<file path="src/rtl/bakf_pkg.sv">
// Package for the boot argument key finder.
// Holds the sizes, the scan mode codes, the delimiter check and the result struct.
// No dependencies; every other file refers to it by scoped names.
package bakf_pkg;

	localparam int KEY_MAX = 16;
	localparam int KEY_IDX_BITS = $clog2(KEY_MAX);
	localparam int KEY_LEN_BITS = $clog2(KEY_MAX + 1);
	localparam int CFG_DATA_BITS = 64;
	localparam int CFG_INDEX_BITS = 2;
	localparam int KEY_CFG_LEN_BITS = 5;
	localparam int POSITION_BITS = 16;
	localparam int FIELD_BITS = 16;
	localparam logic [POSITION_BITS-1:0] POS_MAX = '1;
	localparam logic [7:0] CHAR_EQUALS = 8'h3D;

	localparam logic [CFG_INDEX_BITS-1:0] REG_KEY_LOW = 2'd0;
	localparam logic [CFG_INDEX_BITS-1:0] REG_KEY_HIGH = 2'd1;
	localparam logic [CFG_INDEX_BITS-1:0] REG_KEY_LENGTH = 2'd2;

	typedef enum logic [1:0] {
		MODE_BETWEEN = 2'd0,
		MODE_KEY = 2'd1,
		MODE_SKIP = 2'd2,
		MODE_VALUE = 2'd3
	} scan_mode_t;

	typedef struct packed {
		logic found;
		logic has_value;
		logic [FIELD_BITS-1:0] value_offset;
		logic [FIELD_BITS-1:0] value_length;
		logic overflow;
	} result_t;

	function automatic logic is_delim(input logic [7:0] c);
		is_delim = (c == 8'h00) || (c == 8'h20) || ((c >= 8'h09) && (c <= 8'h0D));
	endfunction

endpackage

</file>
<file path="src/rtl/bakf_line_scanner.sv">
// Per-line scan state and its next-state logic for the key finder.
// Advances by one byte per step and forms the result for a final byte.
// Depends on bakf_pkg.
module bakf_line_scanner (
	input  logic clk,
	input  logic arst_n,
	input  logic step,
	input  logic [7:0] text_byte,
	input  logic final_byte,
	input  logic [bakf_pkg::KEY_MAX-1:0][7:0] key_bytes,
	input  logic [bakf_pkg::KEY_LEN_BITS-1:0] key_len,
	output bakf_pkg::result_t result
);

	bakf_pkg::scan_mode_t mode_q, mode_d, mode_a;
	logic [bakf_pkg::KEY_LEN_BITS-1:0] idx_q, idx_d, idx_a;
	logic [bakf_pkg::POSITION_BITS-1:0] pos_q, pos_inc;
	logic [bakf_pkg::POSITION_BITS-1:0] offset_q, offset_d;
	logic [bakf_pkg::POSITION_BITS-1:0] length_q, length_d;
	logic found_q, found_d, has_value_q, has_value_d, ov_q, ov_d;
	logic delim, pos_max;
	logic [7:0] key_byte;

	always_comb begin
		delim = bakf_pkg::is_delim(text_byte);
		pos_max = (pos_q == bakf_pkg::POS_MAX);
		pos_inc = pos_max ? bakf_pkg::POS_MAX : pos_q + 1'b1;
		ov_d = ov_q | pos_max;
		found_d = found_q;
		has_value_d = has_value_q;
		offset_d = offset_q;
		length_d = length_q;
		if ((mode_q == bakf_pkg::MODE_BETWEEN) && !delim) begin
			mode_a = bakf_pkg::MODE_KEY;
			idx_a = '0;
		end else begin
			mode_a = mode_q;
			idx_a = idx_q;
		end
		mode_d = mode_a;
		idx_d = idx_a;
		key_byte = key_bytes[idx_a[bakf_pkg::KEY_IDX_BITS-1:0]];
		case (mode_a)
			bakf_pkg::MODE_KEY: begin
				if (idx_a < key_len) begin
					if (delim) begin
						mode_d = bakf_pkg::MODE_BETWEEN;
					end else if (text_byte == key_byte) begin
						idx_d = idx_a + 1'b1;
					end else begin
						mode_d = bakf_pkg::MODE_SKIP;
					end
				end else if (delim) begin
					found_d = 1'b1;
					has_value_d = 1'b0;
					offset_d = pos_q;
					length_d = '0;
					mode_d = bakf_pkg::MODE_BETWEEN;
				end else if (text_byte == bakf_pkg::CHAR_EQUALS) begin
					found_d = 1'b1;
					has_value_d = 1'b1;
					offset_d = pos_inc;
					length_d = '0;
					mode_d = bakf_pkg::MODE_VALUE;
				end else begin
					mode_d = bakf_pkg::MODE_SKIP;
				end
			end
			bakf_pkg::MODE_SKIP: begin
				if (delim) begin
					mode_d = bakf_pkg::MODE_BETWEEN;
				end
			end
			bakf_pkg::MODE_VALUE: begin
				if (delim) begin
					mode_d = bakf_pkg::MODE_BETWEEN;
				end else if (length_q == bakf_pkg::POS_MAX) begin
					ov_d = 1'b1;
				end else begin
					length_d = length_q + 1'b1;
				end
			end
			default: begin
			end
		endcase
		// A key that runs up to the end of the line is a flag.
		if (final_byte && (mode_d == bakf_pkg::MODE_KEY) && (idx_d >= key_len)) begin
			found_d = 1'b1;
			has_value_d = 1'b0;
			offset_d = pos_inc;
			length_d = '0;
		end
		result.found = found_d;
		result.has_value = found_d & has_value_d;
		result.value_offset = found_d ? bakf_pkg::FIELD_BITS'(offset_d) : '0;
		result.value_length = found_d ? bakf_pkg::FIELD_BITS'(length_d) : '0;
		result.overflow = ov_d;
	end

	always_ff @(posedge clk or negedge arst_n) begin
		if (!arst_n) begin
			mode_q <= bakf_pkg::MODE_BETWEEN;
			idx_q <= '0;
			pos_q <= '0;
			found_q <= 1'b0;
			has_value_q <= 1'b0;
			offset_q <= '0;
			length_q <= '0;
			ov_q <= 1'b0;
		end else if (step) begin
			if (final_byte) begin
				mode_q <= bakf_pkg::MODE_BETWEEN;
				idx_q <= '0;
				pos_q <= '0;
				found_q <= 1'b0;
				has_value_q <= 1'b0;
				offset_q <= '0;
				length_q <= '0;
				ov_q <= 1'b0;
			end else begin
				mode_q <= mode_d;
				idx_q <= idx_d;
				pos_q <= pos_inc;
				found_q <= found_d;
				has_value_q <= has_value_d;
				offset_q <= offset_d;
				length_q <= length_d;
				ov_q <= ov_d;
			end
		end
	end

endmodule

</file>
<file path="src/rtl/boot_argument_key_finder_unit.sv">
// Top level of the boot argument key finder.
// Holds the key registers, the input stage and the result register around the scanner.
// Depends on bakf_pkg and bakf_line_scanner.

// The block takes one command line byte per cycle while in_stall is low. A final byte
// passes the input stage and the line's result is then registered. The rate is set by the
// scan state update in the line scanner. A final byte waits in the input stage while the
// previous result is still stalled at the output, and only then does in_stall rise.
// Users must write key registers only while no line is in progress; no check enforces it.
module boot_argument_key_finder_unit (
	input  logic clk,
	input  logic arst_n,
	input  logic cfg_write_enable,
	input  logic [bakf_pkg::CFG_INDEX_BITS-1:0] cfg_index,
	input  logic [bakf_pkg::CFG_DATA_BITS-1:0] cfg_data,
	input  logic in_valid,
	output logic in_stall,
	input  logic [7:0] text_byte,
	input  logic final_byte,
	output logic out_valid,
	input  logic out_stall,
	output logic found,
	output logic has_value,
	output logic [bakf_pkg::FIELD_BITS-1:0] value_offset,
	output logic [bakf_pkg::FIELD_BITS-1:0] value_length,
	output logic overflow
);

	logic [bakf_pkg::CFG_DATA_BITS-1:0] key_low_q, key_high_q;
	logic [bakf_pkg::KEY_CFG_LEN_BITS-1:0] key_length_q;
	logic [bakf_pkg::KEY_LEN_BITS-1:0] key_len;
	logic [bakf_pkg::KEY_MAX-1:0][7:0] key_bytes;
	logic valid_s1, final_s1;
	logic [7:0] byte_s1;
	logic blocked, step;
	logic out_valid_q;
	bakf_pkg::result_t result, result_q;

	always_ff @(posedge clk or negedge arst_n) begin
		if (!arst_n) begin
			key_low_q <= '0;
			key_high_q <= '0;
			key_length_q <= bakf_pkg::KEY_CFG_LEN_BITS'(1);
		end else if (cfg_write_enable) begin
			case (cfg_index)
				bakf_pkg::REG_KEY_LOW: key_low_q <= cfg_data;
				bakf_pkg::REG_KEY_HIGH: key_high_q <= cfg_data;
				bakf_pkg::REG_KEY_LENGTH: begin
					key_length_q <= cfg_data[bakf_pkg::KEY_CFG_LEN_BITS-1:0];
				end
				default: begin
				end
			endcase
		end
	end

	assign key_bytes = {key_high_q, key_low_q};
	assign key_len = (key_length_q > bakf_pkg::KEY_CFG_LEN_BITS'(bakf_pkg::KEY_MAX)) ?
		bakf_pkg::KEY_LEN_BITS'(bakf_pkg::KEY_MAX) :
		bakf_pkg::KEY_LEN_BITS'(key_length_q);

	assign blocked = valid_s1 && final_s1 && out_valid_q && out_stall;
	assign step = valid_s1 && !blocked;
	assign in_stall = blocked;

	always_ff @(posedge clk or negedge arst_n) begin
		if (!arst_n) begin
			valid_s1 <= 1'b0;
		end else if (!blocked) begin
			valid_s1 <= in_valid;
		end
	end

	always_ff @(posedge clk) begin
		if (in_valid && !blocked) begin
			byte_s1 <= text_byte;
			final_s1 <= final_byte;
		end
	end

	bakf_line_scanner u_scanner (
		.clk(clk),
		.arst_n(arst_n),
		.step(step),
		.text_byte(byte_s1),
		.final_byte(final_s1),
		.key_bytes(key_bytes),
		.key_len(key_len),
		.result(result)
	);

	always_ff @(posedge clk or negedge arst_n) begin
		if (!arst_n) begin
			out_valid_q <= 1'b0;
		end else if (step && final_s1) begin
			out_valid_q <= 1'b1;
		end else if (!out_stall) begin
			out_valid_q <= 1'b0;
		end
	end

	always_ff @(posedge clk) begin
		if (step && final_s1) begin
			result_q <= result;
		end
	end

	assign out_valid = out_valid_q;
	assign found = result_q.found;
	assign has_value = result_q.has_value;
	assign value_offset = result_q.value_offset;
	assign value_length = result_q.value_length;
	assign overflow = result_q.overflow;

endmodule

</file>
<file path="config.mk">
export PLATFORM = sky130hd
export DESIGN_NAME = boot_argument_key_finder_unit
export DESIGN_NICKNAME = d
export VERILOG_FILES = /design/src/rtl/bakf_pkg.sv /design/src/rtl/bakf_line_scanner.sv /design/src/rtl/boot_argument_key_finder_unit.sv
export SDC_FILE = /design/constraint.sdc
export NUM_CORES = 1
export LEC_CHECK = 0
export ABC_AREA = 1
export BUFFER_PORTS_ARGS = -buffer_cell sky130_fd_sc_hd__buf_2
export CORE_MARGIN = 2
export CORE_UTILIZATION = 25
export CTS_BUF_LIST = sky130_fd_sc_hd__clkbuf_8
export CTS_CLUSTER_DIAMETER = 200
export DETAILED_ROUTE_END_ITERATION = 8
export SYNTH_ARGS = -nofsm -noshare
export SYNTH_HDL_FRONTEND = slang
export SYNTH_SLANG_ARGS = --single-unit
</file>
<file path="constraint.sdc">
create_clock -name clk -period 9.16 [get_ports clk]
set_clock_uncertainty 0.2 [all_clocks]
set_input_delay 0.916 -clock clk [delete_from_list [all_inputs] [get_ports clk]]
set_output_delay 0.916 -clock clk [all_outputs]
set_load 0.05 [all_outputs]
</file>
# Word-level counts from Yosys, hierarchy flattened
# Index checks and enable logic that the tools add are counted.
totals:
  out_inout_bits: 37
  input_bits: 80
  wordCells: 116
  ff_bits: 237
classes:
  addsub: 3
  n_eq_ne: 12
  n_mux: 52
  reduce_logical: 21
  magnitude_cmp: 6
  n_bitwise: 2
op_table:
  columns: ["operator", "n"]
  rows:
  - ["$mux 16", 15]
  - ["$mux 5", 7]
  - ["$add 16x1->16 const B", 2]
  - ["$bmux 8 s4", 1]
  - ["$eq 16x16->1 const B", 2]
  - ["$pmux 16 s2", 1]
  - ["$mux 1", 19]
  - ["$eq 8x6->1 const B", 2]
  - ["$mux 2", 7]
  - ["$logic_and 1x1->1", 10]
  - ["$eq 8x8->1", 1]
  - ["$ge 8x4->1 const B", 1]
  - ["$le 8x4->1 const B", 1]
  - ["$logic_not 8->1", 1]
  - ["$mux 8", 1]
  - ["$eq 2x1->1 const B", 3]
  - ["$eq 2x2->1 const B", 3]
  - ["$reduce_and 2->1", 3]
  - ["$add 5x1->5 const B", 1]
  - ["$ge 5x5->1", 1]
  - ["$gt 5x5->1 const B", 1]
  - ["$lt 4x5->1 const B", 1]
  - ["$lt 5x5->1", 1]
  - ["$logic_not 2->1", 2]
  - ["7 further kinds", 9]

# Depth between registers and ports, before layout
# Gate-level depths: netlist of the first run.
logic_depth:
  ltp_word: 18
  depth_mapped: 37

# Hierarchy
# From an unflattened synthesis of the first run, not the netlist that was laid out.
hier_totals:
  cells_unflattened: 1605
  hier_area_um2: 12520.8
by_module_without_submodules:
  columns: ["mod", "area_each_um2", "n_inst", "seq_area_each_um2", "cells_each"]
  rows:
  - ["boot_argument_key_finder_unit", 6682.7, 1, 4700.8, 635]
  - ["bakf_line_scanner", 5838.1, 1, 1451.4, 970]

# Worst setup path after synthesis of the first run
# Ideal clock, no wire load.
synth_timing:
  kind: "register -> register"
  start: "register byte_s1[6]"
  end: "register result_q (netlist bit value_offset[0]) (data pin)"
  t_arrival_ns: 4.168
  setup_time_ns: 0.254
  n_path_buf: 3
  path_stages_with_launch: 30
  slack_ns: 4.538
  synth_period_minus_slack_ns: 4.622
  cell_sequence: "edfxtp_1 -> nor2_1 -> nand2_1 -> nor2_1 -> nand2_1 -> nand3_2 -> buf_6 -> buf_2 -> nand2_1 -> inv_1 -> ha_1 -> a21oi_1 -> o21a_1 -> and2_1 -> inv_1 -> nor2_1 -> nand4_1 -> xor2_1 -> ha_1 -> o21a_1 -> o21a_1 -> o21a_1 -> o21a_1 -> o21ai_0 -> a21oi_4 -> nand2_2 -> nand2_2 -> inv_2 -> buf_6 -> nor2_1"
synth_rtl:
  columns: ["element", "line_no", "source"]
  rows:
  - ["start, declared", "boot_argument_key_finder_unit.sv:34", "logic [7:0] byte_s1;"]
  - ["start signal, assigned", "boot_argument_key_finder_unit.sv:76", "byte_s1 <= text_byte;"]
  - ["end signal, assigned", "boot_argument_key_finder_unit.sv:104", "result_q <= result;"]
  - ["end, declared", "boot_argument_key_finder_unit.sv:37", "bakf_pkg::result_t result, result_q;"]

==> results of run 1 <==
## flip-flops by register name, indices dropped and copies added (netlist names), 2 cells and up
register / flops
byte_s1: 8
key_high_q: 64
key_length_q: 5
key_low_q: 64
u_scanner.idx_q: 5
u_scanner.length_q: 16
u_scanner.mode_q: 2
u_scanner.offset_q: 16
u_scanner.pos_q: 16
value_length: 16
value_offset: 16
## cells by family after synthesis
logic type | after synthesis
adder cells (fa/ha/maj) | 12
AND/OR/NAND/NOR | 740
flip-flops | 237
buffers and inverters | 261
AO/OA/AOI/OAI | 281
XOR/XNOR | 14
## synthesized netlist by cell type (all sizes together) (2+ instances only)
library cell,instances
xor2,14
nor3,16
inv,184
ha,12
nand2,471
o22ai,51
and2,2
a31oi,8
nor2,70
edfxtp,44
o311ai,2
nand3b,2
a21oi,43
buf,25
o21ai,166
o21a,5
a221oi,3
o2111ai,2
nand3,166
nand4,10
clkbuf,51
dfrtp,192
## path summary, 6_finish.rpt
path,from,end,slack (ns),cells past startpoint
min reg2reg,key_high_q[23]$_DFFE_PN0P_,key_high_q[23]$_DFFE_PN0P_,0.28,2
min in group asynchronous,arst_n,key_low_q[57]$_DFFE_PN0P_,0.32,1
max in group asynchronous,arst_n,u_scanner.idx_q[0]$_DFFE_PN0P_,6.86,2
min,key_high_q[23]$_DFFE_PN0P_,key_high_q[23]$_DFFE_PN0P_,0.28,2
max,byte_s1[2]$_DFFE_PP_,value_length[6]$_SDFFCE_PN0P_,1.99,28
max reg2reg,byte_s1[2]$_DFFE_PP_,value_length[6]$_SDFFCE_PN0P_,1.99,28
## through the flow
stage	setup WS, ns	hold WS, ns	utilization (%)	instances
after global placement	2.225	0.2593	27.68	2207
after floorplan	4.538	0.2439	-	1545
after global routing	1.371	0.2984	29.35	2281
after detailed placement	2.044	0.2705	27.68	2207
after CTS	2.003	0.2866	29.35	2281
final	1.993	0.2818	29.35	2281
## critical path, delay by kind of cell, from the launching register on
family / cells / cell delay, ns
AO/OA/AOI/OAI: 9 / 1.41
adder cells (fa/ha/maj): 2 / 0.65
buffers and inverters: 4 / 0.93
flip-flops: 1 / 0.42
AND/OR/NAND/NOR: 13 / 3.23
## layout make-up
class	count	area (um2)	area share [%]
Sequential cell	237	6153	43.82
Multi-Input combinational cell	1047	4984	35.49
Tap cell	615	769.5	5.480
Clock buffer	51	701.9	4.999
Inverter	185	694.4	4.945
Timing Repair Buffer	123	641.9	4.571
Clock inverter	23	97.59	0.6950
## power breakdown
part           internal [uW]  switching (uW)  total, uW
combinational            111             233        343
clock                    502             440        941
sequential              1190            74.7       1260
total                   1800             748       2550
## layer usage
metal,vias up,share of wire (%),GRT usage [%]
met3,51,5.9,2.404
met5,-,0,0
met2,334,46,23.02
met1,5004,46,19.57
li1,5255,-,-
met4,0,1.4,3.012
==> results.md, run 1 <==
- Die height: 224.5 um
- Synth Flop Type: dfrtp_1
- Initial antenna violation count: 0
- Period utilization: roughly four fifths
- Post-synthesis adder-cell area fraction: around 1.2%
- Post-synthesis compound-gate area fraction: ~13%
- TritonCTS clock tree: yes
- Final hold violations: 0
- Synth Instances: 1545
- IO Pins: roughly 120
- Avg Inst Size Synth: 7.868 um2
- CTS clk-pin slew, worst paths: 0.06 ns
- Routed Antenna Nets: 0
- Global-route wire length before repair: 56710 um
- Via count: 10640
- Max-slew headroom: just under 20%
- Mapped cell area: 0.01216 mm2
- Layout net count: 1726
- Post-CTS setup repair buffer count: 0
- Critical path fanouts, max: 38
- RSZ-0062 raised after global routing: no
- Vias per cell: 4.666
- CTS max path bufs: 3
- Crit path capture type: register
- Multiplexer area fraction after synthesis: 0%
- Leading cell types in the layout, fill and taps excluded: nand2_1 (460), dfrtp_1 (191), inv_1 (189)
- 1st-pass router iterations: 5
- Gr usage total: 14.09%
- Fmax: around 0.14 GHz
- Critical-path top delay cell: nand2_1
- Worst Hold Class: reg -> reg
- I/O Buffers: 116
- H-tree depth: 2
- Crit path DAT: 7.24 ns
- Post-DP HPWL: 24870 um
- Sequential area share after synthesis: 50.61%
- Design Area, Final: 0.01404 mm2
- 1st-iter DRT viols: between 900 and 1000
- Post-Synth Simple-Gate Area: 25.58%
- DIE WIDTH: 224.5 um
- Yosys top cell by area: dfrtp_1
- Placer Congestion: 0.8934
- Synth area leaders: dfrtp_1 (40%), nand2_1 (14%), edfxtp_1 (11%)
- Slew at the pin closest to its max-slew limit: 1.210 ns
- Final setup fails: 0
- Row count: 80
- Post-cts sizing count: 0
- CP peak stage delay: 0.76 ns
- Async set-reset flop share out of synthesis: 81.43%
- Clk sinks: ~240
- Largest net degree at the start of global routing: 123
- Yosys warns: 0
- Netlist cell types: 38
- Post-Synth XOR/XNOR Area: 1.009%
- Starting Density: 25.41%
- Leak pwr: 0.006838 uW
- Fraction of layout cells with a size suffix above 1: 13.33%
- Die area: 0.05041 mm2
- Critical path class: reg -> reg
- Final routed DRC violation total: 0
- Min Tclk post-route: between 7 and 8 ns
- P&R area growth vs syn: 15.51%
- Setup TNS: 0 ns
- Final Total Pwr: 2547 uW
- Number of global-route vias before repair: 10480
- Worst endpoint required time: just over 9 ns
- Later-pin clock latency in the skew report: roughly 0.56 ns
- Worst setup SP type: register
- Gr ovfl total: 0
- Syn Nets: 1637
- Hold-fix buffers, CTS: 0
- Final wirelength: ~35000 um
- Pwr Density: 181.4 mW/mm2
- Dpl cell area: 0.01324 mm2
- Commonest non-fill, non-tap cell in the layout: nand2_1
- EDFF count, synth: 44
- Root Driver: clkbuf_8
- Outcome: completed
- Largest family of logic cells by synthesized area: simple AND/OR/NAND/NOR gates
- Flops & latches, synth: 237
- Placeable Area: 0.04785 mm2
- Inserted Clock Buffers: 40
- Slew Limit Fails: 0
- Filler instances: 5166
- CP dominant cell by count: o21a_1
- Share of the synthesized area in the top cell type: 39.52%
- Number of max-cap violations: 0
- WL/cell: 15.47 um
- Antenna Cells: 0
- Maximum vdd drop: 0.00009264 V
No activity file was read; power rests on OpenSTA's default activity.
==> run 2, diff against run 1 <==
--- a/config.mk
+++ b/config.mk
@@ -5,7 +5,7 @@
 export SDC_FILE = /design/constraint.sdc
 export NUM_CORES = 1
 export LEC_CHECK = 0
-export ABC_AREA = 1
+export ABC_AREA = 0
 export BUFFER_PORTS_ARGS = -buffer_cell sky130_fd_sc_hd__buf_2
 export CORE_MARGIN = 2
 export CORE_UTILIZATION = 25
==> constraint.sdc (replaced) <==
create_clock -name clk -period 7.29 [get_ports clk]
set_clock_uncertainty 0.2 [all_clocks]
set_input_delay 0.729 -clock clk [delete_from_list [all_inputs] [get_ports clk]]
set_output_delay 0.729 -clock clk [all_outputs]
set_load 0.05 [all_outputs]
==> results.md, run 2 <==
- Dpl cell area: 0.01366 mm2 (+3.2%)
- Largest net degree at the start of global routing: 67 (-46%)
- WHS Endpoint: final_s1$_DFFE_PP_
- Yosys warns: 0 (unchanged)
- Period utilization: 94.79% (+17 points)
- Final routed DRC violation total: 0 (unchanged)
- Die height: 226.0 um (+0.64%)
- Crit path capture type: register
- Outcome: completed
- Global-route wire length before repair: 56320 um (-0.68%)
- Sequential area share after synthesis: 49.95% (-0.65 points)
- I/O Buffers: 116 (unchanged)
- Mapped cell area: 0.01232 mm2 (+1.3%)
- Critical path fanouts, max: 21 (-45%)
- Gr usage total: 14.06% (-0.029 points)
- Final core occ: 29.78% (+0.43 points)
- Min Tclk post-route: 6.910 ns (-0.2573 ns)
- Leading cell types in the layout, fill and taps excluded: dfrtp_1 (190), mux2_2 (141), buf_2 (115)
- Root Driver: clkbuf_8
- Post-DP HPWL: 24970 um (+0.42%)
- RR Startpoint: byte_s1[3]$_DFFE_PP_
- Initial antenna violation count: 1 (+1)
- IO Pins: 117 (unchanged)
- Avg Inst Size Synth: 10.80 um2 (+37%)
- Worst hold start: final_byte
- Worst r2r dst: value_offset[2]$_SDFFCE_PN0P_
- Top flop regs: key_high_q: 64 flops, key_low_q: 64 flops
- Netlist cell types: 73 (+92%)
- Fraction of layout cells with a size suffix above 1: 30.00% (+17 points)
- P&R area growth vs syn: 17.87%
- Starting Density: 25.26% (-0.14 points)
- Worst setup SP type: register
- Hold path depth: 1 (-1)
- Later-pin clock latency in the skew report: 0.57 ns (about the same)
- R2R depth: 26 (-7.1%)
- Most frequent cell after synthesis: dfrtp_1
- Fmax: 0.1447 GHz (+3.7%)
- Slew at the pin closest to its max-slew limit: 1.231 ns (+0.02109 ns)
- Share of the synthesized area in the top cell type: 39.01% (-0.51 points)
- Crit path DAT: 7.03 ns (-0.21 ns)
- Placeable Area: 0.04875 mm2 (+1.9%)
- WL/cell: 18.29 um (+18%)
- Clk sinks: 237 (unchanged)
- Routed Antenna Nets: 0 (unchanged)
- Synth area leaders: dfrtp_1 (39%), mux2_2 (13%), edfxtp_1 (11%)
- Via count: 9655 (-9.3%)
- Number of max-cap violations: 0 (unchanged)
- Layout net count: 1341 (-22%)
- Maximum vdd drop: 0.0001773 V (+91%)
- Slew Limit Fails: 0 (unchanged)
- Synth Flop Type: dfrtp_1
- R2r setup slk: 0.38 ns (-1.61 ns)
- Design Area, Final: 0.01452 mm2 (+3.4%)
- 1st-pass router iterations: 5 (unchanged)
- Max-slew headroom: 15.83% (-3.4 points)
- Dpl ws: 0.04514 ns (-1.999 ns)
- EDFF count, synth: 44 (unchanged)
- Final worst slack: 0.3801 ns (-1.613 ns)
- Yosys top cell by area: dfrtp_1
- Number of global-route vias before repair: 9718 (-7.3%)
- CTS max path bufs: 3 (unchanged)
- Flops & latches, synth: 237 (unchanged)
- Setup TNS: 0 ns (unchanged)
- Worst endpoint required time: 7.41 ns (-1.82 ns)
- CTS clk-pin slew, worst paths: 0.06 ns (about the same)
- Commonest non-fill, non-tap cell in the layout: dfrtp_1
- Placer Congestion: 0.8798 (-1.5%)
- Critical path class: reg -> reg
- DIE WIDTH: 226.0 um (+0.64%)
- Async set-reset flop share out of synthesis: 81.43% (unchanged)
- Syn Nets: 1232 (-25%)
- Leak pwr: 0.005993 uW (-12%)
- Synth Instances: 1140 (-26%)
- Final hold violations: 0 (unchanged)
- TritonCTS clock tree: yes
- Vias per cell: 4.964 (+6.4%)
- H-tree depth: 2 (unchanged)
- Inserted Clock Buffers: 42 (+5.0%)
- RSZ-0062 raised after global routing: no
- Pwr Density: 232.0 mW/mm2 (+28%)
- Most common library cells after synthesis: dfrtp_1 (192), mux2_2 (141), nand2_1 (91)
- 1st-iter DRT viols: 780 (-14%)
- Die area: 0.05105 mm2 (+1.3%)
- Hold_ws: 0.1448 ns (-0.1370 ns)
- Final setup fails: 0 (unchanged)
- Row count: 81 (+1.3%)
- Worst Hold Class: in -> reg
- Final wirelength: 35570 um (+0.81%)
- Gr ovfl total: 0 (unchanged)
-- run 2: per-stage QoR --
stage	instances	power [uW]
floorplan	1140	1953
global placement	1868	2132
detailed placement	1868	2152
CTS	1944	3411
global route	1944	3535
finish	1945	3368
-- run 2: cell type report --
class / instances / area, um2
Fill cell: 5036 / 34230
Antenna cell: 1 / 2.502
Inverter: 16 / 60.06
Timing Repair Buffer: 146 / 817.0
Multi-Input combinational cell: 806 / 5812
Clock buffer: 50 / 688.2
Sequential cell: 237 / 6155
Clock inverter: 25 / 151.4
Tap cell: 664 / 830.8
-- run 2: timing repair --
item | CTS | global route
hold buffers | 1 | 0
setup endpoints to repair | 0 | 21
resized for setup | 0 | 2
endpoints found under the hold margin | 64 | 0
buffers inserted | 0 | 0
-- run 2: cell families (layout without fill, tap and decap cells) --
| kind of cell | count (synthesis) | in the layout | synth area share, % |
|---|---|---|---|
| fa+ha+maj | 12 | 12 | 1.219 |
| other cells | 0 | 1 | 0 |
| buf+inv | 97 | 237 | 3.099 |
| flops | 237 | 237 | 49.95 |
| xor+xnor | 14 | 14 | 0.9957 |
| simple gates | 321 | 321 | 12.46 |
| mux | 179 | 179 | 17.32 |
| compound gates | 280 | 280 | 14.96 |
-- run 2: metal layers --
layer  vias to the layer above  wire (um)  share of wire, %  global-route usage [%]
met4                         0        879               2.5                   4.251
li1                       4469          -                 -                       -
met3                        65       2064               5.8                   2.654
met1                      4817      15910                45                   18.86
met2                       304      16720                47                   22.94
met5                         -          0                 0                       0
-- run 2: worst max-delay path by stage --
stage,start,endpoint,depth (start not counted)
floorplan,byte_s1[3]$_DFFE_PP_,value_offset[5]$_SDFFCE_PN0P_,26
global placement,byte_s1[3]$_DFFE_PP_,value_offset[2]$_SDFFCE_PN0P_,26
detailed placement,byte_s1[3]$_DFFE_PP_,value_offset[2]$_SDFFCE_PN0P_,26
CTS,byte_s1[3]$_DFFE_PP_,value_offset[2]$_SDFFCE_PN0P_,26
global route,byte_s1[3]$_DFFE_PP_,value_offset[2]$_SDFFCE_PN0P_,26
finish,byte_s1[3]$_DFFE_PP_,value_offset[2]$_SDFFCE_PN0P_,26
-- run 2: power breakdown --
group | internal (uW) | switching, uW
Combinational | 236 | 281
Sequential | 1510 | 99.6
Clock | 666 | 576
-- run 2: worst max-delay path: stages, from the launching register on --
cell and delay [ns]:
edfxtp_1 0.48, or4_1 0.60, o31ai_1 0.13, o21ai_2 0.11
nand2_1 0.13, nand2_1 0.13, inv_2 0.08, ha_1 0.24
a2111oi_0 0.51, and3_1 0.26, a21o_1 0.23, nand4_1 0.11
a211o_1 0.34, or4_4 0.52, nor2_2 0.25, mux2_2 0.37
ha_1 0.28, a21o_1 0.10, a21o_1 0.11, a21o_1 0.10
a21oi_1 0.06, nor2_1 0.11, nand3_1 0.09, nor4_2 0.18
buf_4 0.19, and2_4 0.32, mux2_2 0.37
==> run 3, diff against run 2 <==
==> constraint.sdc (replaced) <==
create_clock -name clk -period 7.29 [get_ports clk]
set_clock_uncertainty 0.2 [all_clocks]
set_input_delay 0 -clock clk [delete_from_list [all_inputs] [get_ports clk]]
set_output_delay 0 -clock clk [all_outputs]
set_load 0.05 [all_outputs]
==> results.md, run 3 (same netlist as run 2, synthesis figures left out) <==
- Worst setup SP type: register
- CTS clk-pin slew, worst paths: 0.07 ns (about the same)
- Post-DP HPWL: 24970 um (unchanged)
- Max-slew headroom: 15.08% (-0.75 points)
- Starting Density: 25.26% (unchanged)
- IO Pins: 117 (unchanged)
- Min Tclk post-route: 6.909 ns (-0.0004980 ns)
- Largest net degree at the start of global routing: 67 (unchanged)
- Row count: 81 (unchanged)
- I/O Buffers: 116 (unchanged)
- Final setup fails: 0 (unchanged)
- Pwr Density: 218.7 mW/mm2 (-5.7%)
- Later-pin clock latency in the skew report: 0.58 ns (about the same)
- Crit path capture type: register
- Clk sinks: 237 (unchanged)
- Antenna Cells: 0 (-1)
- Critical path class: reg -> reg
- Commonest non-fill, non-tap cell in the layout: dfrtp_1
- Final Total Pwr: 3425 uW (+1.7%)
- WL/cell: 17.88 um (-2.2%)
- Placeable Area: 0.04875 mm2 (unchanged)
- DIE WIDTH: 226.0 um (unchanged)
- RSZ-0062 raised after global routing: no
- Die height: 226.0 um (unchanged)
- Final hold violations: 0 (unchanged)
- 1st-iter DRT viols: 786 (+0.77%)
- Register area: 0.006155 mm2 (unchanged)
- CTS max path bufs: 3 (unchanged)
- Vias per cell: 4.930 (-0.68%)
- Leading cell types in the layout, fill and taps excluded: dfrtp_1 (190), mux2_2 (141), buf_2 (115)
- Dpl cell area: 0.01366 mm2 (unchanged)
- Die area: 0.05105 mm2 (unchanged)
- Root Driver: clkbuf_8
- Gr ovfl total: 0 (unchanged)
- Hold path depth: 3 (+2)
- Design Area, Final: 0.01566 mm2 (+7.9%)
- Slew Limit Fails: 0 (unchanged)
- Fmax: 0.1447 GHz (about the same)
- Gr usage total: 14.56% (+0.50 points)
- R2R depth: 26 (unchanged)
- H-tree depth: 2 (unchanged)
- Global-route wire length before repair: 58610 um (+4.1%)
- Routed Antenna Nets: 0 (unchanged)
- 1st-pass router iterations: 5 (unchanged)
- Filler instances: 4937 (-2.0%)
- Setup TNS: 0 ns (unchanged)
- Layout net count: 1454 (+8.4%)
- Slew at the pin closest to its max-slew limit: 1.242 ns (+0.01099 ns)
- Worst endpoint required time: 7.41 ns (about the same)
- Top flop regs: key_high_q: 64 flops, key_low_q: 64 flops
- Number of max-cap violations: 0 (unchanged)
- P&R area growth vs syn: 27.18%
- Crit path DAT: 7.03 ns (about the same)
- Final routed DRC violation total: 0 (unchanged)
- Outcome: completed
- Placed Cells incl. Taps: 1868 (unchanged)
- Worst Hold Class: in -> reg
- Multi-input logic area: 0.005812 mm2 (unchanged)
- Final core occ: 32.13% (+2.4 points)
- Initial antenna violation count: 0 (-1)
- Period utilization: 94.78% (about the same)
- Final wirelength: 36780 um (+3.4%)
- Placer Congestion: 0.8798 (unchanged)
- Maximum vdd drop: 0.0001579 V (-11%)
- Inserted Clock Buffers: 42 (unchanged)
- Critical path fanouts, max: 21 (unchanged)
- Leak pwr: 0.006473 uW (+8.0%)
- TritonCTS clock tree: yes
- Fraction of layout cells with a size suffix above 1: 27.64% (-2.4 points)
- Fin cells: 2057 (+5.8%)
- Via count: 10140 (+5.0%)
- Number of global-route vias before repair: 10280 (+5.8%)
- Post-CTS setup repair buffer count: 0 (unchanged)
[run 3: repair_timing]
item	CTS	global route
endpoints found under the hold margin	322	0
hold buffers	114	0
gates resized for setup	0	2
setup endpoints to repair	0	21
[run 3: metrics by stage]
| step | hold WS, ns | setup slack (ns) |
|---|---|---|
| 2_1_floorplan | -0.4956 | 0.8722 |
| 3_3_place_gp | -0.1802 | 0.1116 |
| 3_5_place_dp | -0.1753 | 0.04514 |
| 4_1_cts | 0.0008898 | 0.004001 |
| 5_1_grt | 0.009330 | 0.03348 |
| 6_report | 0.01744 | 0.3806 |
[run 3: worst paths after layout]
check                                                        start                            endpoint  slack [ns]
worst max-delay path                          byte_s1[3]$_DFFE_PP_       value_offset[2]$_SDFFCE_PN0P_        0.38
worst min-delay path                                  cfg_data[43]           key_low_q[43]$_DFFE_PN0P_        0.02
worst max register to register                byte_s1[3]$_DFFE_PP_       value_offset[2]$_SDFFCE_PN0P_        0.38
worst min register to register  u_scanner.offset_q[11]$_DFFE_PN0P_  u_scanner.offset_q[11]$_DFFE_PN0P_        0.28
max in group asynchronous                                   arst_n      u_scanner.idx_q[0]$_DFFE_PN0P_        5.54
min in group asynchronous                                   arst_n           key_low_q[16]$_DFFE_PN0P_        0.37
[run 3: where the power goes]
group	switching, uW	internal [uW]	total, uW
registers	101	1510	1610
logic	292	277	569
clock network	580	666	1250
[run 3: cell type report]
class                           instances  area share (%)
Multi-Input combinational cell        806           37.11
Clock buffer                           50           4.394
Sequential cell                       237           39.30
Inverter                               16          0.3834
Timing Repair Buffer                  259           12.55
Tap cell                              664           5.304
Clock inverter                         25          0.9666
[run 3: layer usage]
metal	vias up	global-route usage (%)	wire [um]
met5	-	0	0
met4	0	4.251	938
met3	72	2.537	2024
met2	319	24.28	17490
met1	5052	19.28	16330
li1	4699	-	-
[run 3: critical path, cell delays in order (launching register included)]
cell,delay (ns)
edfxtp_1,0.48
or4_1,0.60
o31ai_1,0.13
o21ai_2,0.11
nand2_1,0.13
nand2_1,0.13
inv_2,0.08
ha_1,0.24
a2111oi_0,0.51
and3_1,0.26
a21o_1,0.24
nand4_1,0.12
a211o_1,0.34
or4_4,0.52
nor2_2,0.25
mux2_2,0.37
ha_1,0.28
a21o_1,0.10
a21o_1,0.11
a21o_1,0.10
a21oi_1,0.06
nor2_1,0.11
nand3_1,0.10
nor4_2,0.17
buf_4,0.18
and2_4,0.32
mux2_2,0.38
